### src/rtl/core/pcd_pkg.sv
// ----------------------------------------------------------------------------
// pcd_pkg: PETSCII control decoder shared definitions
// Command codes, the decode result bundle and screen code constants.
// ----------------------------------------------------------------------------
package pcd_pkg;

  // display command codes
  typedef enum logic [3:0] {
    CMD_NONE      = 4'd0,
    CMD_FGCOLOR   = 4'd1,
    CMD_NEWLINE   = 4'd2,
    CMD_DOWN      = 4'd3,
    CMD_HOME      = 4'd4,
    CMD_CLEARHOME = 4'd5,
    CMD_DELETE    = 4'd6,
    CMD_INSERT    = 4'd7,
    CMD_LEFT      = 4'd8,
    CMD_RIGHT     = 4'd9,
    CMD_UP        = 4'd10,
    CMD_FONT      = 4'd11,
    CMD_BELL      = 4'd12,
    CMD_DRAW      = 4'd13
  } pcd_cmd_e;

  // font numbers carried in arg
  localparam logic [7:0] FontLower = 8'd1;
  localparam logic [7:0] FontUpper = 8'd0;

  // screen code for the pi character
  localparam logic [6:0] ScreenPi = 7'd94;

  // result of decoding one byte, with the state it leaves behind
  typedef struct packed {
    pcd_cmd_e   cmd;
    logic [7:0] arg;
    logic       reverse_d;
    logic       shift_cbm_d;
  } pcd_dec_t;

endpackage

### src/rtl/core/pcd_decode.sv
// ----------------------------------------------------------------------------
// pcd_decode: PETSCII byte decode logic
// Case swap, colour table, control code map and screen code bands, all in
// one short combinational pass.
// ----------------------------------------------------------------------------
module pcd_decode
  import pcd_pkg::*;
(
  input  logic       case_swap_i,
  input  logic [7:0] code_i,
  input  logic       reverse_i,
  input  logic       shift_cbm_i,
  output pcd_dec_t   dec_o
);

  logic [7:0] code_sw;
  logic [6:0] screen;
  logic [3:0] colour;
  logic       is_colour;

  // optional letter case exchange
  always_comb begin
    code_sw = code_i;
    if (case_swap_i) begin
      if (code_i inside {[8'd65:8'd90]}) begin
        code_sw = code_i + 8'd32;
      end else if (code_i inside {[8'd97:8'd122]}) begin
        code_sw = code_i - 8'd32;
      end
    end
  end

  // colour codes to palette index
  always_comb begin
    is_colour = 1'b1;
    case (code_sw)
      8'd5:    colour = 4'd1;
      8'd28:   colour = 4'd2;
      8'd30:   colour = 4'd5;
      8'd31:   colour = 4'd6;
      8'd129:  colour = 4'd8;
      8'd144:  colour = 4'd0;
      8'd149:  colour = 4'd9;
      8'd150:  colour = 4'd10;
      8'd151:  colour = 4'd11;
      8'd152:  colour = 4'd12;
      8'd153:  colour = 4'd13;
      8'd154:  colour = 4'd14;
      8'd155:  colour = 4'd15;
      8'd156:  colour = 4'd4;
      8'd158:  colour = 4'd7;
      8'd159:  colour = 4'd3;
      default: begin
        colour    = 4'd0;
        is_colour = 1'b0;
      end
    endcase
  end

  // screen code bands, always below 128
  always_comb begin
    if (code_sw == 8'd255) begin
      screen = ScreenPi;
    end else if (code_sw < 8'd64) begin
      screen = code_sw[6:0];
    end else if (code_sw < 8'd96) begin
      screen = 7'(code_sw - 8'd64);
    end else if (code_sw < 8'd128) begin
      screen = 7'(code_sw - 8'd32);
    end else if (code_sw < 8'd192) begin
      screen = 7'(code_sw - 8'd64);
    end else begin
      screen = 7'(code_sw - 8'd128);
    end
  end

  // command selection and state update
  always_comb begin
    dec_o.cmd         = CMD_NONE;
    dec_o.arg         = 8'd0;
    dec_o.reverse_d   = reverse_i;
    dec_o.shift_cbm_d = shift_cbm_i;
    if (is_colour) begin
      dec_o.cmd = CMD_FGCOLOR;
      dec_o.arg = {4'd0, colour};
    end else begin
      case (code_sw)
        8'd13, 8'd141: begin
          dec_o.reverse_d = 1'b0;
          dec_o.cmd       = CMD_NEWLINE;
        end
        8'd17:  dec_o.cmd = CMD_DOWN;
        8'd147: dec_o.cmd = CMD_CLEARHOME;
        8'd19:  dec_o.cmd = CMD_HOME;
        8'd20:  dec_o.cmd = CMD_DELETE;
        8'd157: dec_o.cmd = CMD_LEFT;
        8'd29:  dec_o.cmd = CMD_RIGHT;
        8'd145: dec_o.cmd = CMD_UP;
        8'd148: dec_o.cmd = CMD_INSERT;
        8'd8:   dec_o.shift_cbm_d = 1'b0;
        8'd9:   dec_o.shift_cbm_d = 1'b1;
        8'd14: begin
          dec_o.cmd = CMD_FONT;
          dec_o.arg = FontLower;
        end
        8'd142: begin
          dec_o.cmd = CMD_FONT;
          dec_o.arg = FontUpper;
        end
        8'd18:  dec_o.reverse_d = 1'b1;
        8'd146: dec_o.reverse_d = 1'b0;
        8'd7:   dec_o.cmd = CMD_BELL;
        default: begin
          if (code_sw inside {[8'd32:8'd127], [8'd160:8'd255]}) begin
            dec_o.cmd = CMD_DRAW;
            dec_o.arg = {reverse_i, screen};
          end
        end
      endcase
    end
  end

endmodule

### src/rtl/core/petscii_control_decoder_unit.sv
// ----------------------------------------------------------------------------
// petscii_control_decoder_unit: PETSCII terminal output decoder
// Turns each PETSCII byte into one display command, tracking reverse mode
// and the shift plus C= font toggle enable.
// ----------------------------------------------------------------------------
//   channel  | direction | handshake              | payload
//   ---------+-----------+------------------------+---------------------------
//   input    | in        | in_valid_i/in_ready_o  | code_i
//   output   | out       | out_valid_o/out_ready_i| cmd_o, arg_o,
//            |           |                        | shift_cbm_enabled_o
//   config   | in        | cfg_we_i (no wait)     | cfg_wdata_i (case swap)
//
// One request per cycle while the output is not stalled; each passes from
// acceptance through the input register and then the result register.
// Decode and state update happen as a request moves from the input register
// into the result register; reverse and shift+C= state sit beside that step.
// A stalled output holds the result register; the input register then fills
// and in_ready_o drops. Reset clears both valid flags and reverse mode, and sets the shift+C= enable.
// ----------------------------------------------------------------------------
module petscii_control_decoder_unit
  import pcd_pkg::*;
(
  input  logic       clk_i,
  input  logic       rst_ni,
  input  logic       cfg_we_i,
  input  logic       cfg_wdata_i,
  input  logic       in_valid_i,
  output logic       in_ready_o,
  input  logic [7:0] code_i,
  output logic       out_valid_o,
  input  logic       out_ready_i,
  output logic [3:0] cmd_o,
  output logic [7:0] arg_o,
  output logic       shift_cbm_enabled_o
);

  logic       case_swap_q;
  logic       in_valid_q;
  logic [7:0] code_q;
  logic       out_valid_q;
  pcd_cmd_e   cmd_q;
  logic [7:0] arg_q;
  logic       reverse_q;
  logic       shift_cbm_q;
  logic       res_ready;
  logic       advance;
  pcd_dec_t   dec;

  // pipeline handshake
  assign res_ready  = !out_valid_q || out_ready_i;
  assign advance    = in_valid_q && res_ready;
  assign in_ready_o = !in_valid_q || res_ready;

  // configuration register
  always_ff @(posedge clk_i or negedge rst_ni) begin
    if (!rst_ni) begin
      case_swap_q <= 1'b0;
    end else if (cfg_we_i) begin
      case_swap_q <= cfg_wdata_i;
    end
  end

  // input register
  always_ff @(posedge clk_i or negedge rst_ni) begin
    if (!rst_ni) begin
      in_valid_q <= 1'b0;
    end else if (in_ready_o) begin
      in_valid_q <= in_valid_i;
    end
  end

  always_ff @(posedge clk_i) begin
    if (in_ready_o && in_valid_i) begin
      code_q <= code_i;
    end
  end

  // decode logic
  pcd_decode u_decode (
    .case_swap_i (case_swap_q),
    .code_i      (code_q),
    .reverse_i   (reverse_q),
    .shift_cbm_i (shift_cbm_q),
    .dec_o       (dec)
  );

  // mode state, updated as each request is decoded
  always_ff @(posedge clk_i or negedge rst_ni) begin
    if (!rst_ni) begin
      reverse_q   <= 1'b0;
      shift_cbm_q <= 1'b1;
    end else if (advance) begin
      reverse_q   <= dec.reverse_d;
      shift_cbm_q <= dec.shift_cbm_d;
    end
  end

  // result register
  always_ff @(posedge clk_i or negedge rst_ni) begin
    if (!rst_ni) begin
      out_valid_q <= 1'b0;
    end else if (res_ready) begin
      out_valid_q <= in_valid_q;
    end
  end

  always_ff @(posedge clk_i) begin
    if (advance) begin
      cmd_q <= dec.cmd;
      arg_q <= dec.arg;
    end
  end

  // outputs; the enable flag shown is the one after this request
  logic shift_out_q;

  always_ff @(posedge clk_i) begin
    if (advance) begin
      shift_out_q <= dec.shift_cbm_d;
    end
  end

  assign out_valid_o         = out_valid_q;
  assign cmd_o               = cmd_q;
  assign arg_o               = arg_q;
  assign shift_cbm_enabled_o = shift_out_q;

endmodule

### config.mk
export PLATFORM = sky130hd
export DESIGN_NAME = petscii_control_decoder_unit
export DESIGN_NICKNAME = d
export VERILOG_FILES = /design/src/rtl/core/pcd_pkg.sv /design/src/rtl/core/pcd_decode.sv /design/src/rtl/core/petscii_control_decoder_unit.sv
export SDC_FILE = /design/constraint.sdc
export NUM_CORES = 1
export LEC_CHECK = 0
export BUFFER_PORTS_ARGS = -buffer_cell sky130_fd_sc_hd__buf_4
export CAP_MARGIN = 40
export CORE_MARGIN = 5
export CORE_UTILIZATION = 50
export DETAILED_ROUTE_END_ITERATION = 8
export GPL_TIMING_DRIVEN = 1
export PLACE_DENSITY = 0.73
export SLEW_MARGIN = 30
export SYNTH_ARGS = -nofsm -noshare
export SYNTH_HDL_FRONTEND = slang
export SYNTH_SLANG_ARGS = --single-unit
### constraint.sdc
create_clock -name clk_i -period 2.2 [get_ports clk_i]
set_input_delay 0 -clock clk_i [delete_from_list [all_inputs] [get_ports clk_i]]
set_output_delay 0 -clock clk_i [all_outputs]
set_load 0.1 [all_outputs]
* Yosys cells after proc, flatten, opt, wreduce, memory -nomap -nowiden
Cells that the tools add are included.
Storage, ports and cells: register bits 26, input port bits 14, output and inout port bits 15, word-level logic and storage cells 98
Cells by class: add/subtract/negate cells 5, order comparisons 12, eq/ne operators 34, multiplexer cells 17, bitwise gates (word level) 1, reductions and logical operators 19
Operator list (number):
- 8-bit equality test, second input constant | 20
- 8-bit by 5-bit equality test with 1-bit output, second input constant | 8
- 4-bit one-hot mux with 15 select lines | 1
- 4-bit one-hot mux with 12 select lines | 1
- 7-bit 2-to-1 mux | 5
- 8-bit by 4-bit equality test with 1-bit output, second input constant | 4
- 16-bit OR reduction | 2
- 8-bit by 7-bit less-or-equal comparator with 1-bit output, second input constant | 3
- 8-bit 2-to-1 mux | 3
- 8-bit by 3-bit equality test with 1-bit output, second input constant | 2
- 8-bit by 7-bit greater-or-equal comparator with 1-bit output, second input constant | 2
- 8-bit by 7-bit < comparator with 1-bit output, second input constant | 2
- 8-bit < comparator, second input constant | 2
- 8-bit one-hot mux with 2 select lines | 1
- 12-bit 2-to-1 mux | 1
- 8-bit by 6-bit adder with 8-bit output, second input constant | 1
- 8-bit by 6-bit greater-or-equal comparator with 1-bit output, second input constant | 1
- 8-bit greater-or-equal comparator, second input constant | 1
- 8-bit less-or-equal comparator, second input constant | 1
- 8-bit by 6-bit subtractor with 8-bit output, second input constant | 1
- 7-bit by 1-bit subtractor with 7-bit output, second input constant | 1
- 7-bit by 6-bit subtractor with 7-bit output, second input constant | 1
- 7-bit subtractor, second input constant | 1
- 1-bit logical AND | 6
- other kinds (11) | 17

* Depth between registers and ports, before layout
depth in word-level cells 14, mapped depth 9, mapped depth without buffers 7

* Hierarchy
Synthesis repeated with hierarchy kept, for this count alone.
Unflattened totals: cells, all modules 170, area total of the unflattened synthesis 1675.4 µm²
Modules (own cells, without submodules):
- petscii_control_decoder_unit | instances 1, cells an instance 36, area each 854.6 µm², seq. area each 757.0 µm²
- pcd_decode | instances 1, cells an instance 134, area each 820.8 µm², seq. area each 0.0 µm²

* Worst setup path after synthesis
No wires, ideal clock.
path kind register to register, from register out_valid_q (netlist: out_valid_o), to register code_q[0] (enable), library setup time 282 ps, arrival 2521 ps, required time 1918 ps, path slack -602 ps, stages on the path, launching flop included 3, buffers on the path 0, clock period less this slack 2802 ps, path through dfrtp_1 > nand3b_1 > and2_1
Between the ends: longest elaborated chain between the ends 4
Ends and longest elaborated chain:
- start, declared | RTL line petscii_control_decoder_unit.sv:40 | logic out_valid_q;
- start signal, assigned | RTL line petscii_control_decoder_unit.sv:103 | out_valid_q <= in_valid_q;
- 1-bit zero test | RTL line petscii_control_decoder_unit.sv:50 | assign res_ready = !out_valid_q || out_ready_i;
- 1-bit logical OR | RTL line petscii_control_decoder_unit.sv:50
- 1-bit logical OR | RTL line petscii_control_decoder_unit.sv:52 | assign in_ready_o = !in_valid_q || res_ready;
- via in_ready_o | RTL line petscii_control_decoder_unit.sv:28 | output logic in_ready_o,
- 1-bit logical AND | RTL line petscii_control_decoder_unit.sv:73 | if (in_ready_o && in_valid_i) begin
- end signal, assigned | RTL line petscii_control_decoder_unit.sv:74 | code_q <= code_i;
- end, declared | RTL line petscii_control_decoder_unit.sv:39 | logic [7:0] code_q;
The timed path passes the listed nets, and every way through them passes these cells. A chain may end at the register's enable or synchronous reset.

* Worst setup path after layout
from register code_q[3], to register cmd_q[3] (netlist: cmd_o[3]) (data pin)
Between the ends: longest elaborated chain between the ends 10, elaborated cells on any way between the ends 58, classes of those cells add/sub (2); order compare (8); eq/ne (33); mux (6); reduce/logical (9)
Ends and longest elaborated chain:
- 8-bit by 7-bit greater-or-equal comparator with 1-bit output or 8-bit by 7-bit less-or-equal comparator with 1-bit output (tied branches) | RTL line pcd_decode.sv:27 | end else if (code_i inside {[8'd97:8'd122]}) begin
- 1-bit logical AND | RTL line pcd_decode.sv:27
- 8-bit 2-to-1 mux | RTL line pcd_decode.sv:27
- 8-bit 2-to-1 mux | RTL line pcd_decode.sv:25 | if (code_i inside {[8'd65:8'd90]}) begin
- 8-bit 2-to-1 mux * | RTL line pcd_decode.sv:24 | if (case_swap_i) begin
- 8-bit by 6-bit greater-or-equal comparator with 1-bit output (tied with other cells) | RTL line pcd_decode.sv:114 | if (code_sw inside {[8'd32:8'd127], [8'd160:8'd255]}) begin
- 1-bit logical AND | RTL line pcd_decode.sv:114
- 2-bit nonzero test | RTL line pcd_decode.sv:114
- 12-bit 2-to-1 mux | RTL line pcd_decode.sv:114
- 4-bit one-hot mux with 12 select lines | RTL line pcd_decode.sv:87 | case (code_sw)
- end signal, assigned | RTL line petscii_control_decoder_unit.sv:109 | cmd_q <= dec.cmd;
- end, declared | RTL line petscii_control_decoder_unit.sv:41 | pcd_cmd_e cmd_q;
Mark *: on every way between the ends. The rest lies on a longest branch, timed or not.

==> summary by stage <==
Run status
The flow ran to the end, and the final reports show no timing, DRC or antenna violations.

Drt
The DRC violation count after routing is 0. The detailed-route via count is 1,439. The remaining antenna violation count is 0. The via-per-instance ratio is 5.56. The number of detailed-routing iterations run before antenna repair is 5. The routed design has 3.85 mm of wire.

The average routed wire per standard cell is 14.9 um. The detailed router finished its first iteration with 79 violations.

Clock network
No sink is reached through more buffers than the 2 on the longest clock path. Clock tree synthesis found a total of 26 sinks. The buffer type at the clock tree root is sky130_fd_sc_hd__clkbuf_4. In this run the number of H-tree levels came out at 1. The later pin in the worst-skew pair is clocked with a latency of 0.32 ns. The CTS clock-pin slew for the worst setup and hold paths is 0.14 ns. Clock tree synthesis inserted a total of 3 buffers. The TritonCTS clock tree is built.

Logic synthesis
The dominant cell type by area after synthesis is sky130_fd_sc_hd__edfxtp_1. The post-synthesis cell count is 160. Synthesis inferred 26 register bits.

The sequential area share after synthesis is 0.466. The number of nets in the synthesized netlist is 176. The arithmetic-cell share of the synthesized area counting full adders, half adders and majority gates is 0.0154. The portion of synthesized cell area occupied by the leading cell type is 0.388.

The mean instance size in the synthesized netlist is 10.2 um^2. The number of warnings reported in the yosys synthesis log is 0. The most instantiated flip-flop cell in the synthesis netlist is sky130_fd_sc_hd__edfxtp_1. The distinct cell type count of the synthesized netlist is 48. The number of enable-type register cells in the synthesized netlist is 21. The post-synthesis compound-gate area fraction is 0.197. The area share of xor/xnor cells in the synthesized design is 0.00539. Measured against the total synthesized area, the mux share comes to 0.0501. The async set-or-reset flop fraction in the synthesized netlist is 0.192. Of the total synthesized cell area, the portion taken by AND, OR, NAND and NOR gates is 0.206. The synthesized cell area is 1620 um^2.

Sorting the synthesized cells by area gives the leading types as sky130_fd_sc_hd__edfxtp_1, sky130_fd_sc_hd__dfrtp_1, sky130_fd_sc_hd__nand2_1, sky130_fd_sc_hd__mux2_2, sky130_fd_sc_hd__nor2_1. By area, the combinational part of the netlist is dominated by simple AND/OR/NAND/NOR gates.

Final layout
In the final layout, the share of cells above drive strength 1 is 0.330. For this run, the post-layout net count is 232. The total inserted antenna cells is 0.

The area overhead of the layout relative to synthesis is 34.1%.

Timing
In this run the tightest slew margin relative to its limit is 0.690. The final worst-path setup slack is 0.0498 ns. The count of final max-slew check failures is 0. The number of endpoints with negative hold slack in the final report is 0. Setup violations remaining at the end of the flow were counted as 0.

The minimum period implied by the final worst setup slack is 2.15 ns. On the final layout, the worst hold slack is 0.390 ns. For the pin with the worst max-slew slack, the measured transition is 0.465 ns. Setup repair after global routing could not meet its margin everywhere. The fmax is 465 MHz. The final setup skew is 0.00727 ns. Adding up every negative setup slack in the final design gives 0 ns.

The final clock period utilization by the worst path is 0.977.

Placed design
The number of buffers added on ports is 28. At the placement stage, the worst setup path has a slack of 0.00651 ns. The half-perimeter wire length of the detailed placement result is 2.80 mm.

The placer congestion estimate is 0.864.

Die
The total I/O pin count is 29. The floorplan step defined a die boundary enclosing 4490 um^2. The total area inside the core boundary comes to 3080 um^2. The y dimension of the die is 67.0 um. The die is 67.0 um wide.

The cell row count is 20. For this configuration, the core starts out at a cell density of 0.528.

Power
The leakage power total is 0.845 nW. The worst-case IR drop observed on VDD is 0.380 mV. Power spread over the standard cell area amounts to 584 nW/um^2.

Critical path
The maximum single-stage delay on the critical path is 0.44 ns. For the worst setup path, the data arrival time is 2.23 ns. The top fanout value on the critical path is 10.

STA classifies the critical path endpoint as a flip-flop. The library cell contributing the largest single delay on the critical path is sky130_fd_sc_hd__edfxtp_1. The worst setup path is of the reg -> reg kind. The number of buffers and inverters on the critical path is 1. The family with the most delay on the worst path is compound AO/OA/AOI/OAI gates. The critical path goes through or2_4 -> o31ai_4 -> nor3_2 -> nor3_1 -> buf_4 -> o31ai_1 -> a311o_1. The required time of the critical path is 2.28 ns. The kind of start point of the critical path is a flip-flop.

Min path
The worst min-delay path class is in -> reg.

Global route
In the global route stage, overall resource usage came out at 0.195. The leftover overflow at the end of global routing is 0. The wire length of the first global-routing pass is 6.62 mm. The initial antenna violation count is 0. The via count of the first global-routing pass is 1,458. The maximum number of pins on one net before global-route repair is 19.

Job
The count of max-cap constraint violations is 0.
[registers in the layout, summed over array words and instances, names as in the netlist]
name,cells
arg_o,8
code_q,8
cmd_o,4
case_swap_q,1
in_valid_q,1
out_valid_o,1
reverse_q,1
shift_cbm_enabled_o,1
shift_cbm_q,1
[power by group]
part / total (mW) / internal, mW / switching [mW]
Clock: 0.206 / 0.0709 / 0.135
Sequential: 0.600 / 0.582 / 0.0178
Combinational: 0.466 / 0.157 / 0.308
Total: 1.27 / 0.810 / 0.461
[through the flow]
stage	cell area, um^2	utilization	power (mW)	instances
detailed placement	1970	0.641	1.05	238
finish	2180	0.707	1.27	259
global placement	1970	0.641	1.04	238
floorplan	1630	-	0.936	160
CTS	2140	0.697	1.27	256
global route	2180	0.707	1.35	259
[worst reg2reg max path: stages, from the launching register on]
cell                       delay (ns)
sky130_fd_sc_hd__edfxtp_1        0.44
sky130_fd_sc_hd__or2_4           0.28
sky130_fd_sc_hd__o31ai_4         0.25
sky130_fd_sc_hd__nor3_2          0.08
sky130_fd_sc_hd__nor3_1          0.20
sky130_fd_sc_hd__buf_4           0.21
sky130_fd_sc_hd__o31ai_1         0.09
sky130_fd_sc_hd__a311o_1         0.36
[per-layer routing]
layer,wire length [um],GRT usage,vias up
met3,186,0.0405,8
met1,1590,0.223,680
met4,61,0.0633,0
met2,2020,0.358,38
li1,-,-,713
met5,0,0,-
[path summary, 6_finish.rpt]
check | from | end | slack [ns] | depth (start not counted)
worst max register to register | code_q[3]$_DFFE_PP_ | cmd_o[3]$_SDFFCE_PN0P_ | 0.05 | 7
worst min register to register | reverse_q$_DFFE_PN0P_ | reverse_q$_DFFE_PN0P_ | 0.51 | 2
min in group asynchronous | rst_ni | reverse_q$_DFFE_PN0P_ | 0.57 | 3
worst min-delay path | code_i[7] | code_q[7]$_DFFE_PP_ | 0.39 | 2
max in group asynchronous | rst_ni | shift_cbm_q$_DFFE_PN1P_ | 1.44 | 3
worst max-delay path | code_q[3]$_DFFE_PP_ | cmd_o[3]$_SDFFCE_PN0P_ | 0.05 | 7
[kinds of logic after synthesis]
logic type / count (synthesis)
buffers and inverters: 18
AOI/OAI and AO/OA: 43
adders and majority gates: 2
muxes: 7
and+or+nand+nor: 63
DFF: 26
xor gates and xnor gates: 1
[layout make-up]
class | instances | area, um^2
Timing Repair Buffer | 64 | 531
Fill cell | 242 | 901
Inverter | 5 | 18.8
Tap cell | 44 | 55.1
Sequential cell | 26 | 761
Multi-Input combinational cell | 116 | 786
Clock buffer | 4 | 26.3
[synthesized netlist by cell type, drive strengths merged (2+ instances only)]
cell	n
dfrtp	4
nand4	3
clkbuf	6
nand3	6
nand2b	4
a21oi	8
o21a	2
a22oi	3
and4	2
or2	2
buf	7
nor2b	2
o32ai	2
o31ai	5
and2	7
nand2	14
a31oi	4
nor2	12
inv	5
edfxtp	21
ha	2
mux2	6
o21ai	10
nor3	6
o22ai	3
[what timing repair did]
| item | CTS | global route |
|---|---|---|
| pin swaps | 0 | 0 |
| gates resized for setup | 1 | 3 |
| endpoints found under the setup margin | 1 | 4 |
| hold buffers | 14 | 1 |
| hold endpoints to repair | 16 | 4 |
| buffers inserted | 0 | 2 |
[cell usage in the layout, fill, tap and decap left out, drive strengths merged, types with 2 or more instances in the layout]
cell type / synthesis / routed
nand3: 6 / 6
nand2b: 4 / 4
o21a: 2 / 2
clkbuf: 6 / 4
mux2: 6 / 6
o31ai: 5 / 5
o21ai: 10 / 10
dlygate4sd3: 0 / 15
inv: 5 / 5
a22oi: 3 / 3
and2: 7 / 7
nor3: 6 / 6
buf: 7 / 49
nor2: 12 / 12
nand2: 14 / 14
edfxtp: 21 / 21
a21oi: 8 / 8
dfrtp: 4 / 4
and4: 2 / 2
ha: 2 / 2
nor2b: 2 / 2
a31oi: 4 / 4
nand4: 3 / 3
or2: 2 / 2
o22ai: 3 / 3
o32ai: 2 / 2
(Power assumes the default switching activity.)
